--- src/rtl/core/dcp_pkg.sv ---
package dcp_pkg;

    // item command codes
    localparam logic [1:0] CMD_READ  = 2'd0;
    localparam logic [1:0] CMD_WRITE = 2'd1;
    localparam logic [1:0] CMD_BLOCK = 2'd2;

    // port offsets
    localparam logic [3:0] PORT_MIX_ADDR = 4'h4;
    localparam logic [3:0] PORT_MIX_DATA = 4'h5;
    localparam logic [3:0] PORT_RESET    = 4'h6;
    localparam logic [3:0] PORT_RD_DATA  = 4'hA;
    localparam logic [3:0] PORT_DSP      = 4'hC;
    localparam logic [3:0] PORT_RD_STAT  = 4'hE;
    localparam logic [3:0] PORT_ACK16    = 4'hF;

    // config register indexes
    localparam logic CFG_VER_MAJOR = 1'b0;
    localparam logic CFG_VER_MINOR = 1'b1;

    // dsp opcodes
    localparam logic [7:0] OP_VERSION   = 8'hE1;
    localparam logic [7:0] OP_TIME_CONST = 8'h40;
    localparam logic [7:0] OP_RATE_OUT  = 8'h41;
    localparam logic [7:0] OP_RATE_IN   = 8'h42;
    localparam logic [7:0] OP_BLOCK_SIZE = 8'h48;
    localparam logic [7:0] OP_SC8_A     = 8'h14;
    localparam logic [7:0] OP_SC8_B     = 8'h91;
    localparam logic [7:0] OP_AI8_A     = 8'h1C;
    localparam logic [7:0] OP_AI8_B     = 8'h90;
    localparam logic [7:0] OP_PAUSE_A   = 8'hD0;
    localparam logic [7:0] OP_PAUSE_B   = 8'hD5;
    localparam logic [7:0] OP_RESUME_A  = 8'hD4;
    localparam logic [7:0] OP_RESUME_B  = 8'hD6;
    localparam logic [7:0] OP_EXIT_AI_A = 8'hD9;
    localparam logic [7:0] OP_EXIT_AI_B = 8'hDA;
    localparam logic [7:0] OP_SPK_ON    = 8'hD1;
    localparam logic [7:0] OP_SPK_OFF   = 8'hD3;
    localparam logic [7:0] OP_DIRECT    = 8'h10;
    localparam logic [7:0] OP_SILENCE   = 8'h80;
    localparam logic [7:0] OP_GEN_LO    = 8'hB0;
    localparam logic [7:0] OP_GEN_HI    = 8'hCF;

    // misc constants
    localparam logic [7:0]  RESET_ACK    = 8'hAA;
    localparam logic [7:0]  IDLE_BYTE    = 8'hFF;
    localparam logic [7:0]  STAT_READY   = 8'h7F;
    localparam logic [7:0]  MIX_IDX_80   = 8'h80;
    localparam logic [7:0]  MIX_IDX_81   = 8'h81;
    localparam logic [7:0]  MIX_IDX_IRQ  = 8'h82;
    localparam logic [7:0]  MIX_IDX_OUT  = 8'h0E;
    localparam logic [7:0]  MIX_VAL_80   = 8'h02;
    localparam logic [7:0]  MIX_VAL_81   = 8'h22;
    localparam logic [19:0] DEFAULT_RATE = 20'd11025;
    localparam logic [19:0] TC_CLOCK     = 20'd1000000;

    typedef struct packed {
        logic capture;
        logic exec;
        logic push2;
        logic div_load;
    } t_dp_cmd;

    typedef struct packed {
        logic need_push2;
        logic need_div;
        logic div_done;
    } t_dp_stat;

    function automatic logic [1:0] arg_count(input logic [7:0] c);
        logic [1:0] n;
        n = 2'd0;
        if (c >= OP_GEN_LO && c <= OP_GEN_HI) begin
            n = 2'd3;
        end else if (c == OP_SC8_A || c == OP_SC8_B || c == OP_RATE_OUT ||
                     c == OP_RATE_IN || c == OP_BLOCK_SIZE || c == OP_SILENCE) begin
            n = 2'd2;
        end else if (c == OP_TIME_CONST || c == OP_DIRECT) begin
            n = 2'd1;
        end
        return n;
    endfunction

endpackage

--- src/rtl/core/dcp_divider.sv ---
module dcp_divider (
    input  logic        i_clk,
    input  logic        i_rst_n,
    input  logic        i_start,
    input  logic [8:0]  i_divisor,
    output logic        o_done,
    output logic [19:0] o_quot
);

    // restoring division of the fixed clock by the divisor, one bit a cycle
    logic [4:0]  r_cnt;
    logic        r_busy;
    logic        r_done;
    logic [19:0] r_dvd;
    logic [19:0] r_quot;
    logic [9:0]  r_rem;
    logic [8:0]  r_dvs;
    logic [9:0]  w_shift;
    logic        w_ge;

    assign w_shift = {r_rem[8:0], r_dvd[19]};
    assign w_ge    = w_shift >= {1'b0, r_dvs};

    always_ff @(posedge i_clk) begin
        if (!i_rst_n) begin
            r_busy <= 1'b0;
            r_done <= 1'b0;
            r_cnt  <= 5'd0;
        end else begin
            r_done <= 1'b0;
            if (i_start) begin
                r_busy <= 1'b1;
                r_cnt  <= 5'd19;
            end else if (r_busy) begin
                r_cnt <= r_cnt - 5'd1;
                if (r_cnt == 5'd0) begin
                    r_busy <= 1'b0;
                    r_done <= 1'b1;
                end
            end
        end
    end

    always_ff @(posedge i_clk) begin
        if (i_start) begin
            r_dvd  <= dcp_pkg::TC_CLOCK;
            r_dvs  <= i_divisor;
            r_rem  <= 10'd0;
            r_quot <= 20'd0;
        end else if (r_busy) begin
            r_dvd  <= {r_dvd[18:0], 1'b0};
            r_rem  <= w_ge ? (w_shift - {1'b0, r_dvs}) : w_shift;
            r_quot <= {r_quot[18:0], w_ge};
        end
    end

    assign o_done = r_done;
    assign o_quot = r_quot;

endmodule

--- src/rtl/core/dcp_ctrl.sv ---
module dcp_ctrl (
    input  logic              i_clk,
    input  logic              i_rst_n,
    input  logic              i_in_valid,
    output logic              o_in_ready,
    output logic              o_out_valid,
    input  logic              i_out_ready,
    input  dcp_pkg::t_dp_stat i_stat,
    output dcp_pkg::t_dp_cmd  o_cmd
);

    typedef enum logic [4:0] {
        S_IDLE  = 5'b00001,
        S_EXEC  = 5'b00010,
        S_PUSH2 = 5'b00100,
        S_DIV   = 5'b01000,
        S_DONE  = 5'b10000
    } t_state;

    t_state r_state;
    t_state n_state;

    always_comb begin
        n_state = r_state;
        case (r_state)
            S_IDLE:  if (i_in_valid) n_state = S_EXEC;
            S_EXEC: begin
                if (i_stat.need_push2)    n_state = S_PUSH2;
                else if (i_stat.need_div) n_state = S_DIV;
                else                      n_state = S_DONE;
            end
            S_PUSH2: n_state = S_DONE;
            S_DIV:   if (i_stat.div_done) n_state = S_DONE;
            S_DONE:  if (i_out_ready) n_state = S_IDLE;
            default: n_state = S_IDLE;
        endcase
    end

    always_ff @(posedge i_clk) begin
        if (!i_rst_n) begin
            r_state <= S_IDLE;
        end else begin
            r_state <= n_state;
        end
    end

    assign o_in_ready     = r_state == S_IDLE;
    assign o_out_valid    = r_state == S_DONE;
    assign o_cmd.capture  = (r_state == S_IDLE) && i_in_valid;
    assign o_cmd.exec     = r_state == S_EXEC;
    assign o_cmd.push2    = r_state == S_PUSH2;
    assign o_cmd.div_load = (r_state == S_DIV) && i_stat.div_done;

endmodule

--- src/rtl/core/dcp_datapath.sv ---
module dcp_datapath #(
    parameter int FIFO_DEPTH = 16
) (
    input  logic              i_clk,
    input  logic              i_rst_n,
    input  dcp_pkg::t_dp_cmd  i_cmd,
    output dcp_pkg::t_dp_stat o_stat,
    input  logic [1:0]        i_command,
    input  logic [3:0]        i_port_offset,
    input  logic [7:0]        i_write_data,
    input  logic              i_cfg_we,
    input  logic              i_cfg_idx,
    input  logic [7:0]        i_cfg_data,
    output logic [7:0]        o_read_data,
    output logic              o_start_pulse,
    output logic              o_sixteen_bit,
    output logic              o_stereo_mode,
    output logic              o_signed_samples,
    output logic              o_auto_init,
    output logic [18:0]       o_block_length,
    output logic [19:0]       o_sample_rate,
    output logic              o_playing,
    output logic              o_paused,
    output logic              o_speaker_on,
    output logic              o_irq_pulse
);

    localparam int PW = (FIFO_DEPTH > 1) ? $clog2(FIFO_DEPTH) : 1;
    localparam logic [PW-1:0] LAST = PW'(FIFO_DEPTH - 1);

    function automatic logic [PW-1:0] nxt(input logic [PW-1:0] p);
        return (p == LAST) ? '0 : p + PW'(1);
    endfunction

    // memories
    logic [7:0] fifo_mem [FIFO_DEPTH];
    logic [7:0] mix_mem  [256];
    logic [255:0] r_mix_vld;

    // latched item
    logic [1:0] r_in_cmd;
    logic [3:0] r_in_port;
    logic [7:0] r_in_data;
    logic [7:0] r_mix_rd;
    logic       r_mix_rv;
    logic [7:0] r_fifo_rd;

    // block state
    logic [7:0]    r_ver_major, r_ver_minor;
    logic [PW-1:0] r_head, n_head, r_tail, n_tail;
    logic          r_armed, n_armed;
    logic [7:0]    r_mix_idx, n_mix_idx;
    logic [7:0]    r_mix_out, n_mix_out;
    logic [7:0]    r_pend, n_pend;
    logic [7:0]    r_arg [3];
    logic [7:0]    n_arg [3];
    logic [1:0]    r_seen, n_seen, r_need, n_need;
    logic [19:0]   r_prate, n_prate, r_arate, n_arate;
    logic [16:0]   r_pblock, n_pblock;
    logic [18:0]   r_ablock, n_ablock;
    logic          r_f16, n_f16, r_fst, n_fst, r_fsg, n_fsg, r_fau, n_fau;
    logic          r_play, n_play, r_pause, n_pause, r_spk, n_spk;
    logic          r_irq8, n_irq8, r_irq16, n_irq16;
    logic [7:0]    r_rd, n_rd;
    logic          r_start, n_start, r_irq, n_irq;

    logic          fifo_we;
    logic [PW-1:0] fifo_waddr;
    logic [7:0]    fifo_wdata;
    logic          mix_we;
    logic          c_div, c_push2;
    logic [8:0]    div_dvs;
    logic          div_done;
    logic [19:0]   div_q;

    dcp_divider u_div (
        .i_clk     (i_clk),
        .i_rst_n   (i_rst_n),
        .i_start   (i_cmd.exec && c_div),
        .i_divisor (div_dvs),
        .o_done    (div_done),
        .o_quot    (div_q)
    );

    always_comb begin
        logic       run;
        logic [7:0] op;
        logic       bt, bt16, btst, btsg, btau;
        logic [18:0] btlen;
        logic [16:0] len;

        n_head = r_head;   n_tail = r_tail;   n_armed = r_armed;
        n_mix_idx = r_mix_idx; n_mix_out = r_mix_out;
        n_pend = r_pend;   n_arg = r_arg;     n_seen = r_seen;  n_need = r_need;
        n_prate = r_prate; n_arate = r_arate; n_pblock = r_pblock; n_ablock = r_ablock;
        n_f16 = r_f16; n_fst = r_fst; n_fsg = r_fsg; n_fau = r_fau;
        n_play = r_play; n_pause = r_pause; n_spk = r_spk;
        n_irq8 = r_irq8; n_irq16 = r_irq16;
        n_rd = r_rd; n_start = r_start; n_irq = r_irq;
        fifo_we = 1'b0; fifo_waddr = r_head; fifo_wdata = r_ver_major;
        mix_we = 1'b0; c_div = 1'b0; c_push2 = 1'b0;
        run = 1'b0; op = r_in_data;
        bt = 1'b0; bt16 = 1'b0; btst = r_mix_out[1]; btsg = 1'b0; btau = 1'b0;
        btlen = 19'd1; len = 17'd1;

        if (i_cmd.exec) begin
            n_rd = dcp_pkg::IDLE_BYTE; n_start = 1'b0; n_irq = 1'b0;
            case (r_in_cmd)
                dcp_pkg::CMD_READ: begin
                    case (r_in_port)
                        dcp_pkg::PORT_MIX_DATA: begin
                            if (r_mix_idx == dcp_pkg::MIX_IDX_80)
                                n_rd = dcp_pkg::MIX_VAL_80;
                            else if (r_mix_idx == dcp_pkg::MIX_IDX_81)
                                n_rd = dcp_pkg::MIX_VAL_81;
                            else if (r_mix_idx == dcp_pkg::MIX_IDX_IRQ)
                                n_rd = {6'd0, r_irq16, r_irq8};
                            else
                                n_rd = r_mix_rv ? r_mix_rd : 8'd0;
                        end
                        dcp_pkg::PORT_RD_DATA: begin
                            if (r_head != r_tail) begin
                                n_rd   = r_fifo_rd;
                                n_tail = nxt(r_tail);
                            end
                        end
                        dcp_pkg::PORT_DSP: n_rd = dcp_pkg::STAT_READY;
                        dcp_pkg::PORT_RD_STAT: begin
                            n_irq8 = 1'b0;
                            n_rd = (r_head == r_tail) ? dcp_pkg::STAT_READY
                                                      : dcp_pkg::IDLE_BYTE;
                        end
                        dcp_pkg::PORT_ACK16: n_irq16 = 1'b0;
                        default: ;
                    endcase
                end
                dcp_pkg::CMD_WRITE: begin
                    case (r_in_port)
                        dcp_pkg::PORT_MIX_ADDR: n_mix_idx = r_in_data;
                        dcp_pkg::PORT_MIX_DATA: begin
                            mix_we = 1'b1;
                            if (r_mix_idx == dcp_pkg::MIX_IDX_OUT) n_mix_out = r_in_data;
                        end
                        dcp_pkg::PORT_RESET: begin
                            if (r_in_data[0]) begin
                                n_armed = 1'b1;
                            end else if (r_armed) begin
                                n_armed = 1'b0;
                                n_tail = '0;
                                fifo_we = 1'b1;
                                fifo_waddr = '0;
                                fifo_wdata = dcp_pkg::RESET_ACK;
                                n_head = nxt('0);
                                n_play = 1'b0; n_pause = 1'b0; n_spk = 1'b1;
                                n_seen = 2'd0; n_need = 2'd0;
                                n_irq8 = 1'b0; n_irq16 = 1'b0;
                            end
                        end
                        dcp_pkg::PORT_DSP: begin
                            if (r_need != 2'd0) begin
                                case (r_seen)
                                    2'd0:    n_arg[0] = r_in_data;
                                    2'd1:    n_arg[1] = r_in_data;
                                    2'd2:    n_arg[2] = r_in_data;
                                    default: ;
                                endcase
                                n_seen = r_seen + 2'd1;
                                if (n_seen >= r_need) begin
                                    n_need = 2'd0;
                                    run = 1'b1;
                                    op = r_pend;
                                end
                            end else begin
                                n_pend = r_in_data;
                                n_seen = 2'd0;
                                n_need = dcp_pkg::arg_count(r_in_data);
                                run = n_need == 2'd0;
                            end
                        end
                        default: ;
                    endcase
                end
                dcp_pkg::CMD_BLOCK: begin
                    if (r_play && !r_pause) begin
                        if (r_f16) n_irq16 = 1'b1;
                        else       n_irq8 = 1'b1;
                        n_irq = 1'b1;
                        if (!r_fau) n_play = 1'b0;
                    end
                end
                default: ;
            endcase

            if (run) begin
                case (op)
                    dcp_pkg::OP_VERSION: begin
                        c_push2 = 1'b1;
                        if (nxt(r_head) != r_tail) begin
                            fifo_we = 1'b1;
                            n_head  = nxt(r_head);
                        end
                    end
                    dcp_pkg::OP_TIME_CONST: c_div = 1'b1;
                    dcp_pkg::OP_RATE_OUT, dcp_pkg::OP_RATE_IN:
                        n_prate = {4'd0, n_arg[0], n_arg[1]};
                    dcp_pkg::OP_BLOCK_SIZE:
                        n_pblock = {1'b0, n_arg[1], n_arg[0]} + 17'd1;
                    dcp_pkg::OP_SC8_A, dcp_pkg::OP_SC8_B: begin
                        bt = 1'b1;
                        btlen = {2'd0, {1'b0, n_arg[1], n_arg[0]} + 17'd1};
                    end
                    dcp_pkg::OP_AI8_A, dcp_pkg::OP_AI8_B: begin
                        bt = 1'b1; btau = 1'b1; btlen = {2'd0, r_pblock};
                    end
                    dcp_pkg::OP_PAUSE_A, dcp_pkg::OP_PAUSE_B:   n_pause = 1'b1;
                    dcp_pkg::OP_RESUME_A, dcp_pkg::OP_RESUME_B: n_pause = 1'b0;
                    dcp_pkg::OP_EXIT_AI_A, dcp_pkg::OP_EXIT_AI_B: n_fau = 1'b0;
                    dcp_pkg::OP_SPK_ON:  n_spk = 1'b1;
                    dcp_pkg::OP_SPK_OFF: n_spk = 1'b0;
                    default: begin
                        // generic 8/16-bit start, input direction ignored
                        if (op inside {[dcp_pkg::OP_GEN_LO:dcp_pkg::OP_GEN_HI]} && !op[3]) begin
                            bt = 1'b1;
                            bt16 = op[4];
                            btst = n_arg[0][5];
                            btsg = n_arg[0][4];
                            btau = op[2];
                            len = {1'b0, n_arg[2], n_arg[1]} + 17'd1;
                            btlen = {2'd0, len} << ({1'b0, bt16} + {1'b0, btst});
                        end
                    end
                endcase
            end

            if (bt) begin
                n_f16 = bt16; n_fst = btst; n_fsg = btsg; n_fau = btau;
                n_play = 1'b1; n_pause = 1'b0;
                n_ablock = btlen;
                n_arate = (r_prate != 20'd0) ? r_prate : dcp_pkg::DEFAULT_RATE;
                n_start = 1'b1;
            end
        end

        if (i_cmd.push2) begin
            fifo_wdata = r_ver_minor;
            if (nxt(r_head) != r_tail) begin
                fifo_we = 1'b1;
                n_head  = nxt(r_head);
            end
        end

        if (i_cmd.div_load) n_prate = div_q;
    end

    assign div_dvs = 9'd256 - {1'b0, n_arg[0]};

    always_ff @(posedge i_clk) begin
        if (fifo_we) fifo_mem[fifo_waddr] <= fifo_wdata;
        if (mix_we)  mix_mem[r_mix_idx] <= r_in_data;
        if (i_cmd.capture) begin
            r_mix_rd  <= mix_mem[r_mix_idx];
            r_mix_rv  <= r_mix_vld[r_mix_idx];
            r_fifo_rd <= fifo_mem[r_tail];
            r_in_cmd  <= i_command;
            r_in_port <= i_port_offset;
            r_in_data <= i_write_data;
        end
    end

    always_ff @(posedge i_clk) begin
        if (!i_rst_n) begin
            r_mix_vld <= '0;
            r_ver_major <= 8'd4; r_ver_minor <= 8'd5;
            r_head <= '0; r_tail <= '0; r_armed <= 1'b0;
            r_mix_idx <= 8'd0; r_mix_out <= 8'd0;
            r_pend <= 8'd0; r_arg <= '{default: 8'd0};
            r_seen <= 2'd0; r_need <= 2'd0;
            r_prate <= dcp_pkg::DEFAULT_RATE; r_arate <= dcp_pkg::DEFAULT_RATE;
            r_pblock <= 17'd1; r_ablock <= 19'd1;
            r_f16 <= 1'b0; r_fst <= 1'b0; r_fsg <= 1'b0; r_fau <= 1'b0;
            r_play <= 1'b0; r_pause <= 1'b0; r_spk <= 1'b1;
            r_irq8 <= 1'b0; r_irq16 <= 1'b0;
            r_rd <= dcp_pkg::IDLE_BYTE; r_start <= 1'b0; r_irq <= 1'b0;
        end else begin
            if (mix_we) r_mix_vld[r_mix_idx] <= 1'b1;
            if (i_cfg_we) begin
                if (i_cfg_idx == dcp_pkg::CFG_VER_MAJOR) r_ver_major <= i_cfg_data;
                else                                     r_ver_minor <= i_cfg_data;
            end
            r_head <= n_head; r_tail <= n_tail; r_armed <= n_armed;
            r_mix_idx <= n_mix_idx; r_mix_out <= n_mix_out;
            r_pend <= n_pend; r_arg <= n_arg; r_seen <= n_seen; r_need <= n_need;
            r_prate <= n_prate; r_arate <= n_arate;
            r_pblock <= n_pblock; r_ablock <= n_ablock;
            r_f16 <= n_f16; r_fst <= n_fst; r_fsg <= n_fsg; r_fau <= n_fau;
            r_play <= n_play; r_pause <= n_pause; r_spk <= n_spk;
            r_irq8 <= n_irq8; r_irq16 <= n_irq16;
            r_rd <= n_rd; r_start <= n_start; r_irq <= n_irq;
        end
    end

    assign o_stat.need_push2 = c_push2;
    assign o_stat.need_div   = c_div;
    assign o_stat.div_done   = div_done;

    assign o_read_data      = r_rd;
    assign o_start_pulse    = r_start;
    assign o_sixteen_bit    = r_f16;
    assign o_stereo_mode    = r_fst;
    assign o_signed_samples = r_fsg;
    assign o_auto_init      = r_fau;
    assign o_block_length   = r_ablock;
    assign o_sample_rate    = r_arate;
    assign o_playing        = r_play;
    assign o_paused         = r_pause;
    assign o_speaker_on     = r_spk;
    assign o_irq_pulse      = r_irq;

endmodule

--- src/rtl/core/dsp_command_port_device.sv ---
// dsp command port block: each item is one bus read, one bus write or one
// block-done event, and gives exactly one result item with the read byte and
// the playback state after it. one item at a time: capture (also the
// registered mixer and fifo read), execute, then the result waits in the
// output register until taken. the version command adds a state for its
// second fifo push (single write port). a time constant command runs the
// restoring divider for 1000000 / (256 - tc) and loads the quotient as the
// divider finishes, before the result is offered.
// there is no clearing pass: mixer entries carry valid bits cleared by reset.
// config writes take effect at once and must be done while idle.
module dsp_command_port_device #(
    parameter int FIFO_DEPTH = 16
) (
    input  logic        i_clk,
    input  logic        i_rst_n,
    // item input channel
    input  logic        i_in_valid,
    output logic        o_in_ready,
    input  logic [1:0]  i_command,
    input  logic [3:0]  i_port_offset,
    input  logic [7:0]  i_write_data,
    // result channel
    output logic        o_out_valid,
    input  logic        i_out_ready,
    output logic [7:0]  o_read_data,
    output logic        o_start_pulse,
    output logic        o_sixteen_bit,
    output logic        o_stereo_mode,
    output logic        o_signed_samples,
    output logic        o_auto_init,
    output logic [18:0] o_block_length,
    output logic [19:0] o_sample_rate,
    output logic        o_playing,
    output logic        o_paused,
    output logic        o_speaker_on,
    output logic        o_irq_pulse,
    // config write port: index 0 version major, 1 version minor
    input  logic        i_cfg_we,
    input  logic        i_cfg_idx,
    input  logic [7:0]  i_cfg_data
);

    dcp_pkg::t_dp_cmd  w_cmd;
    dcp_pkg::t_dp_stat w_stat;

    // sequencer
    dcp_ctrl u_ctrl (
        .i_clk       (i_clk),
        .i_rst_n     (i_rst_n),
        .i_in_valid  (i_in_valid),
        .o_in_ready  (o_in_ready),
        .o_out_valid (o_out_valid),
        .i_out_ready (i_out_ready),
        .i_stat      (w_stat),
        .o_cmd       (w_cmd)
    );

    // state, fifo, mixer store and divider
    dcp_datapath #(
        .FIFO_DEPTH (FIFO_DEPTH)
    ) u_dp (
        .i_clk            (i_clk),
        .i_rst_n          (i_rst_n),
        .i_cmd            (w_cmd),
        .o_stat           (w_stat),
        .i_command        (i_command),
        .i_port_offset    (i_port_offset),
        .i_write_data     (i_write_data),
        .i_cfg_we         (i_cfg_we),
        .i_cfg_idx        (i_cfg_idx),
        .i_cfg_data       (i_cfg_data),
        .o_read_data      (o_read_data),
        .o_start_pulse    (o_start_pulse),
        .o_sixteen_bit    (o_sixteen_bit),
        .o_stereo_mode    (o_stereo_mode),
        .o_signed_samples (o_signed_samples),
        .o_auto_init      (o_auto_init),
        .o_block_length   (o_block_length),
        .o_sample_rate    (o_sample_rate),
        .o_playing        (o_playing),
        .o_paused         (o_paused),
        .o_speaker_on     (o_speaker_on),
        .o_irq_pulse      (o_irq_pulse)
    );

endmodule
--- config.mk ---
export PLATFORM = sky130hd
export DESIGN_NAME = dsp_command_port_device
export DESIGN_NICKNAME = d
export VERILOG_FILES = /design/src/rtl/core/dcp_pkg.sv /design/src/rtl/core/dcp_divider.sv /design/src/rtl/core/dcp_ctrl.sv /design/src/rtl/core/dcp_datapath.sv /design/src/rtl/core/dsp_command_port_device.sv
export SDC_FILE = /design/constraint.sdc
export NUM_CORES = 2
export LEC_CHECK = 0
export ABC_CLOCK_PERIOD_IN_PS = 13650
export BUFFER_PORTS_ARGS = -buffer_cell sky130_fd_sc_hd__buf_2
export CAP_MARGIN = 20
export CORE_AREA = 2 2 533 535
export DETAILED_ROUTE_END_ITERATION = 8
export DIE_AREA = 0 0 535 537
export GPL_TIMING_DRIVEN = 1
export SYNTH_ARGS = -nofsm -noshare
export SYNTH_HDL_FRONTEND = slang
export SYNTH_SLANG_ARGS = --single-unit
--- constraint.sdc ---
create_clock -name i_clk -period 13.65 [get_ports i_clk]
set_clock_uncertainty 0.05 [all_clocks]
set_input_delay 0.6825 -clock i_clk [delete_from_list [all_inputs] [get_ports i_clk]]
set_output_delay 0.6825 -clock i_clk [all_outputs]
set_load 0.02 [all_outputs]
==> results by group <==
Run status
  – Status: finished clean

Power
  – Design Power: 17.6 mW
  – Worst VDD drop: 113 uV
  – Leakage: 37.6 nW
  – Pwr per Cell Area: 145 nW/um^2

Global route
  – Vias in the first global route: 57700
  – Initial antenna violation count: 5
  – Largest net degree at the start of global routing: 219
  – Total GRT Usage: 0.194
  – Total congestion overflow: 0
  – First-pass GRT wire length: 410000 um

STA
  – Worst slew pin tran: 1.39 ns
  – Fmax: 175 MHz
  – Final Critical Period: 5.71 ns
  – Final Setup Violations: 0
  – Final TNS setup: 0 ns
  – Unrepaired setup endpoints after global routing: no
  – Slew Limit Fails: 0
  – Fin. Hold Viols: 0
  – Setup ws final: 7.94 ns
  – Final worst-path cycle share: 0.418
  – Slew Limit Headroom: 0.0758

Placement
  – Port-buffer cells: 85
  – Placed cell count: 9749
  – Post-Place Setup Slack: 7.96 ns
  – Post-DP HPWL: 172000 um
  – Final GP Congestion: 0.848

CTS
  – CTS clock-pin slew for the worst setup and hold paths: 0.06 ns
  – CTS tree: yes
  – Worst skew pair latency: 0.85 ns
  – CTS Buffer Depth: 4
  – Post-CTS Resized: 0
  – H-Tree Depth: 5
  – Root Driver: clkbuf_16
  – CTS Sinks: 2692
  – CTS Buf Count: 279

Detailed routing
  – Detailed Routing Iterations Pass 1: 6
  – Metal3 WL: 22400 um
  – Via density: 5.64
  – First DRT Iteration DRCs: 6940
  – Vias: 58000
  – Post-Route WL: 284000 um
  – Drt drc: 0
  – Routed length on met2: 135000 um
  – M1 wire length: 118000 um
  – Highest routed layer: met5
  – Avg WL per Cell: 27.5 um
  – Final antenna-violating net count: 0

Floorplanning
  – Die Span Y: 537 um
  – Io pins: 86
  – Die area: 287000 um^2
  – Initial Util: 0.379
  – Cell Rows: 195
  – Core Area: 281000 um^2
  – Chip Width: 535 um

Yosys
  – Yosys reg bits: 2692
  – Sequential-to-total area share from yosys stat: 0.713
  – Syn Nets: 6140
  – Main synth FF type: edfxtp_1
  – YS warnings: 0
  – Syn avg cell area: 17.5 um^2
  – Cell Area, Synth: 107000 um^2
  – Post-synth EDFFs: 2216
  – Async set or reset register ratio after synthesis: 0
  – Synth Instances: 6085
  – Netlist cell types: 89

Setup path
  – Critical path startpoint category: flop
  – FF-to-FF path depth: 8
  – CP endpoint kind: flop
  – CP max FO: 52
  – Crit path DAT: 6.26 ns
  – Crit Path Category: reg -> reg
  – Required time worst endpoint: 14.20 ns

Hold path
  – Min-delay worst type: in -> reg
  – Hold path cells: 1

Layout
  – Ratio of cells with drive above 1 in the final layout: 0.235
  – Post-Layout Cell Count: 10300
  – Synthesis-to-layout area growth: 13.9%
  – Number of nets in the layout: 6386
  – Fill cells: 24400

Job
  – Total of max-cap violations: 0
==> what timing repair did <==
| action | in CTS | in global routing |
|---|---|---|
| setup buffers | 0 | 0 |
| endpoints found under the setup margin | 0 | 0 |
| hold buffers | 13 | 0 |
| hold endpoints to repair | 13 | 0 |
==> routing by layer <==
| layer | GRT usage | up-vias |
|---|---|---|
| met2 | 0.310 | 2485 |
| met5 | 0 | - |
| li1 | - | 24500 |
| met1 | 0.270 | 30600 |
| met4 | 0.0564 | 4 |
| met3 | 0.0363 | 464 |
==> power breakdown <==
group | internal, mW | switching, mW | total [mW]
clock | 4.40 | 3.16 | 7.57
combinational | 0.123 | 0.656 | 0.779
sequential | 9.25 | 0.0360 | 9.29
==> sequential cells by signal (all words and copies together), names as in the netlist, 5 cells and up <==
signal               count
u_dp.o_block_length     19
u_ctrl.r_state           5
u_dp.o_read_data         8
u_dp.r_prate            20
u_dp.r_mix_rd            8
u_dp.u_div.o_quot       20
u_dp.r_ver_major         8
u_dp.o_sample_rate      20
u_dp.r_fifo_rd           8
u_dp.fifo_mem          128
u_dp.r_ver_minor         8
u_dp.mix_mem          2048
u_dp.r_pblock           17
u_dp.u_div.r_rem         9
u_dp.r_pend              8
u_dp.u_div.r_dvs         9
u_dp.r_in_data           8
u_dp.u_div.r_cnt         5
u_dp.r_mix_vld         256
u_dp.u_div.r_dvd        14
u_dp.r_arg              24
u_dp.r_mix_idx           8
==> critical path: stages (launching register included) <==
cell and delay [ns]:
dfxtp_4 0.85, buf_4 0.67, buf_4 0.74, buf_4 0.75
mux4_2 0.40, mux4_2 0.51, a22oi_1 0.80, o221ai_1 0.29
a211o_1 0.29
==> placed cells by master (no fill, tap or decap), types with 14 or more instances in the layout <==
master	n
clkbuf_16	287
dfxtp_1	468
mux2i_1	117
a221oi_1	16
buf_6	42
a211o_1	15
o211ai_1	23
a211oi_1	25
mux2_2	19
a21oi_1	143
nor2_1	960
clkbuf_1	67
clkbuf_8	21
ha_1	26
clkinv_1	49
xor2_1	17
a22oi_1	37
mux4_2	750
inv_1	41
bufinv_16	22
buf_2	88
nand2b_1	28
nor2b_1	14
nand4_1	25
a31oi_1	19
o21ai_0	71
nor3_1	45
nor4_1	16
clkinv_2	33
nand2_1	284
buf_4	179
edfxtp_1	2216
nand3_1	55
xnor2_1	39
==> final timing paths <==
check,from,endpoint,slack (ns)
max,u_dp.r_mix_idx[1],u_dp.r_mix_rd[6],7.94
min,i_write_data[7],u_dp.r_in_data[7],0.05
max reg2reg,u_dp.r_mix_idx[1],u_dp.r_mix_rd[6],7.94
min reg2reg,u_dp.o_sample_rate[7],u_dp.o_sample_rate[7],0.40
==> per-stage QoR <==
stage / hold WS (ns) / instance area [um^2] / utilization
2_1_floorplan: 0.380 / 107000 / -
3_3_place_gp: 0.390 / 112000 / 0.397
3_5_place_dp: 0.391 / 112000 / 0.398
4_1_cts: 0.00373 / 121000 / 0.430
5_1_grt: 0.0317 / 121000 / 0.432
6_report: 0.0504 / 121000 / 0.432
==> cells in the mapped netlist, types with 23 or more instances <==
library cell | count | area share
mux4_2 | 750 | 0.16
inv_1 | 42 | 0.0015
nor2_1 | 965 | 0.034
nand2_1 | 296 | 0.010
nand4_1 | 25 | 0.0015
a211oi_1 | 25 | 0.0018
buf_1 | 28 | 0.00099
o211ai_1 | 23 | 0.0016
nand3_1 | 59 | 0.0028
dfxtp_1 | 476 | 0.089
nor3_1 | 46 | 0.0022
edfxtp_1 | 2216 | 0.62
nand2b_1 | 28 | 0.0016
o21ai_0 | 71 | 0.0033
clkbuf_1 | 224 | 0.0079
a21oi_1 | 143 | 0.0067
ha_1 | 26 | 0.0031
a22oi_1 | 37 | 0.0026
xnor2_1 | 39 | 0.0032
buf_2 | 95 | 0.0045
mux2i_1 | 117 | 0.011
==> kinds of logic (layout without fill, tap and decap cells) <==
logic type / Yosys count / after routing / share of synthesized area
AO/OA/AOI/OAI: 464 / 464 / 0.0293
XOR/XNOR: 56 / 56 / 0.00460
adder cells (fa/ha/maj): 27 / 27 / 0.00324
buffers and inverters: 408 / 875 / 0.0163
flip-flops: 2692 / 2692 / 0.713
multiplexers: 886 / 886 / 0.171
other: 0 / 1 / 0
AND/OR/NAND/NOR: 1552 / 1552 / 0.0617
==> cell type report <==
cell class | instances | area [um^2] | share of cell area
diodes | 1 | 2.50 | 0.0000206
clock buffers | 375 | 7720 | 0.0636
clock inverters | 127 | 1260 | 0.0104
inverters | 42 | 165 | 0.00136
multi-input cells | 2985 | 28900 | 0.238
flip-flops and latches | 2692 | 76100 | 0.627
well taps | 3743 | 4680 | 0.0386
repair buffers | 331 | 2570 | 0.0212
No activity file was read; power rests on OpenSTA's default activity.
